File: src/rtl/core/ffa_ram.sv
`default_nettype none
module ffa_ram #(
	parameter int DEPTH = 64,
	parameter int WIDTH = 8
) (
	input  wire logic                     clk,
	input  wire logic                     we,
	input  wire logic [$clog2(DEPTH)-1:0] waddr,
	input  wire logic [WIDTH-1:0]         wdata,
	input  wire logic [$clog2(DEPTH)-1:0] raddr,
	output      logic [WIDTH-1:0]         rdata
);

	logic [WIDTH-1:0] mem [DEPTH];

	always_ff @(posedge clk) begin
		if (we) begin
			mem[waddr] <= wdata;
		end
	end

	always_ff @(posedge clk) begin
		rdata <= mem[raddr];
	end

endmodule
`default_nettype wire
File: config.mk
export PLATFORM = sky130hd
export DESIGN_NAME = ffa_ram
export DESIGN_NICKNAME = d
export VERILOG_FILES = /design/src/rtl/core/ffa_ram.sv
export SDC_FILE = /design/constraint.sdc
export NUM_CORES = 1
export LEC_CHECK = 0
export ABC_CLOCK_PERIOD_IN_PS = 4300
export BUFFER_PORTS_ARGS = -buffer_cell sky130_fd_sc_hd__buf_2
export CAP_MARGIN = 20
export CORE_MARGIN = 1
export CORE_UTILIZATION = 53
export DETAILED_ROUTE_END_ITERATION = 12
export PLACE_DENSITY = 0.65
export SLEW_MARGIN = 10
export SYNTH_ARGS = -nofsm -noshare
export SYNTH_HDL_FRONTEND = slang
export SYNTH_SLANG_ARGS = --single-unit
File: constraint.sdc
create_clock -name clk -period 4.3 [get_ports clk]
set_input_delay 0.86 -clock clk [delete_from_list [all_inputs] [get_ports clk]]
set_output_delay 0.86 -clock clk [all_outputs]
set_load 0.005 [all_outputs]
==> metrics.md <==
| Metric | Value |
|---|---|
| VDD IR max | 0.000275 V |
| Met1 wire length | 18.8 mm |
| Residual DRC | 0 |
| Area growth syn-to-layout | 11.6% |
| CORE AREA | 37,600 sq um |
| Max cap viols | 0 |
| Clock Skew | 0.0188 ns |
| Nets | 1,017 |
| Netlist cell types | 40 |
| Hold Crit Class | primary input to flip-flop |
| CTS tree | built |
| CP Capture Type | flip-flop |
| Antenna viol nets, final | 0 |
| Most common cell after layout, fill and taps aside | edfxtp_1 |
| Worst-path cell chain | buf_4, buf_12, mux4_2, mux2_2, a221oi_1, o2bb2ai_1 |
| Post-Synth Adder-Cell Area | 0 |
| Clock Sinks | 520 |
| Share of cells above drive strength 1 | 0.257 |
| Post-Syn Nets | 962 |
| Synthesized flop and latch total | 520 |
| Pins Over Slew Limit | 0 |
| Cell taking the most area after synthesis | edfxtp_1 |
| Compound-cell area share of the yosys netlist | 0.0207 |
| IO Pins | 30 |
| Rel. slew slack | 0.363 |
| Routed wl met2 | 20.6 mm |
| Total gr overflow | 0 |
| Initial Utilization | 0.537 |
| Antenna violations before repair | 1 |
| Cts hold-fix bufs | 0 |
| Setup TNS | 0 ns |
| Total Power | 10.4 mW |
| Global-route usage over all layers | 0.237 |
| Worst-margin pin slew | 0.951 ns |
| Setup slack, reg-to-reg | 2.20 ns |
| FMAX | 338 MHz |
| Setup crit start kind | primary input |
| CP Class | primary input to flip-flop |
| Outcome | finished clean |
| Post-CTS resize count | 0 |
| Dominant synthesized flop cell | edfxtp_1 |
| Reg clk slew, reported paths | 0.06 ns |
| Ys async rst share | 0 |
| FF-to-FF path depth | 4 |
| Crit share post-route | 0.688 |
| Setup bufs post-CTS | 0 |
| R2r endpoint | rdata[2]$_DFF_P_ |
| Synth top area share | 0.762 |
| Initial DRC Count | 1,081 |
| CP arrival | 3.39 ns |
| Vias | 9,473 |
| Seq/Total Area, Yosys | 0.770 |
| Minimum clock period | 2.96 ns |
| Clock Tree Root | clkbuf_16 |
| Die Y | 197 um |
| # H-tree levels | 2 |
| Max layer used | met5 |
| Worst-path maximum fanout | 38 |
| Mapped Cells | 940 |
| Clock latency on the worst-skew pair | 0.58 ns |
| CTS Buffer Depth | 3 |
| Setup Viol. Count Final | 0 |
| Pleak | 6.99 nW |
| Slowest stage cell, crit path | a221oi_1 |
| Hold Startpoint | wdata[1] |
| EDFF count, synth | 512 |
| Mux cell area share after synthesis | 0.159 |
| Post-Synth Simple-Gate Area | 0.0339 |
| Synth Area in XOR/XNOR | 0 |
| Reg2Reg Launch Point | mem[45][2]$_DFFE_PP_ |
| DR WL/cell | 28.4 um |
| Power Density | 461 nW/um^2 |
| DP HPWL | 27.1 mm |
| Vias/cell | 6.12 |
| Port bufs | 29 |
| Total CTS buffers | 50 |
| Largest net degree at the start of global routing | 65 |
| Synth Warn # | 0 |
| Die area | 38,800 sq um |
| Synth Cell Area | 20,200 sq um |
| WHS Path Cells | 1 |
| Placer Congestion | 0.882 |
| Final WL | 43.9 mm |
| # rows | 71 |
| Die width | 197 um |
| Largest cells by area after synthesis | edfxtp_1, mux4_2, nor2_1, mux2i_1, dfxtp_1 |
| Detailed Routing Iterations Pass 1 | 5 |
| Final Hold Violating Endpoints | 0 |
| Max incr delay on CP | 0.68 ns |
| Met3 wire len | 3.16 mm |
| Syn_area_per_cell | 21.5 sq um |
| RSZ-0062 raised after global routing | false |
| Commonest non-fill, non-tap cells in the layout | edfxtp_1, mux4_2, nor2_1 |
| Worst path required time | 4.73 ns |
| Endpoint, Worst Hold | mem[14][1]$_DFFE_PP_ |
| Largest family of logic cells by synthesized area | multiplexers |
| First-pass GRT wire length | 65.6 mm |
| Vias in the first global route | 9,639 |
| Final core occ | 0.599 |
==> registers in the layout, summed over array words and instances, names as in the netlist <==
signal  count
rdata       8
mem       512
==> metrics by stage <==
step / std cells / hold slack, ns / cell area (sq um) / worst slack [ns]
2_1_floorplan: 940 / 0.718 / 20200 / 1.77
3_3_place_gp: 1451 / 0.782 / 20900 / 0.780
6_report: 1547 / 0.488 / 22500 / 1.34
4_1_cts: 1544 / 0.463 / 22500 / 1.38
5_1_grt: 1546 / 0.480 / 22500 / 1.32
3_5_place_dp: 1452 / 0.796 / 20900 / 0.776
==> power breakdown <==
part / total [mW] / internal [mW] / switching [mW] / leakage [nW]
combinational: 0.522 / 0.201 / 0.321 / 1.55
sequential: 5.62 / 5.61 / 0.0149 / 4.67
clock: 4.22 / 2.39 / 1.83 / 0.756
==> metal layers <==
metal / track usage / up-vias
li1: - / 4047
met1: 0.353 / 5011
met2: 0.355 / 343
met3: 0.0447 / 70
met4: 0.0838 / 2
met5: 0 / -
==> cells by family (layout without fill, tap and decap cells) <==
group | Yosys count | in the layout
compound gates | 54 | 54
buf+inv | 51 | 146
flops | 520 | 520
mux | 162 | 162
other cells | 0 | 1
simple gates | 153 | 153
==> worst max path at each step <==
stage               startpoint               end  slack [ns]  cells after the start
floorplan             raddr[1]  rdata[3]$_DFF_P_        1.77                      7
global placement      raddr[1]  rdata[0]$_DFF_P_        0.78                      6
detailed placement    raddr[1]  rdata[2]$_DFF_P_        0.78                      6
CTS                   raddr[1]  rdata[2]$_DFF_P_        1.38                      6
global route          raddr[1]  rdata[0]$_DFF_P_        1.32                      6
finish                raddr[1]  rdata[2]$_DFF_P_        1.34                      6
==> final cells by class <==
class	instances	area, sq um
flip-flops and latches	520	15500
clock inverters	29	268
fillers	2629	15100
repair buffers	54	444
well taps	511	639
clock buffers	63	1300
diodes	1	2.50
multi-input cells	369	4320
==> critical path, delay by kind of cell <==
| kind | cells | cell delay, ns |
|---|---|---|
| AO/OA/AOI/OAI | 2 | 0.83 |
| buffers and inverters | 2 | 0.80 |
| multiplexers | 2 | 0.85 |
==> Yosys cell counts (all sizes together) (2+ instances only) <==
cell,n
nand3,13
o32ai,2
clkbuf,17
a22oi,3
o2bb2ai,3
nand3b,3
o221a,2
nand4,2
a2111oi,2
nand2,19
mux2,13
nand2b,7
o21a,2
nor3,7
o41ai,2
mux4,126
o221ai,8
dfxtp,8
o21ai,4
a211oi,4
nor2,83
o2111ai,3
nor2b,14
nor4,2
mux2i,23
edfxtp,512
buf,34
o22ai,8
a21oi,3
a221oi,6
(Power assumes the default switching activity.)
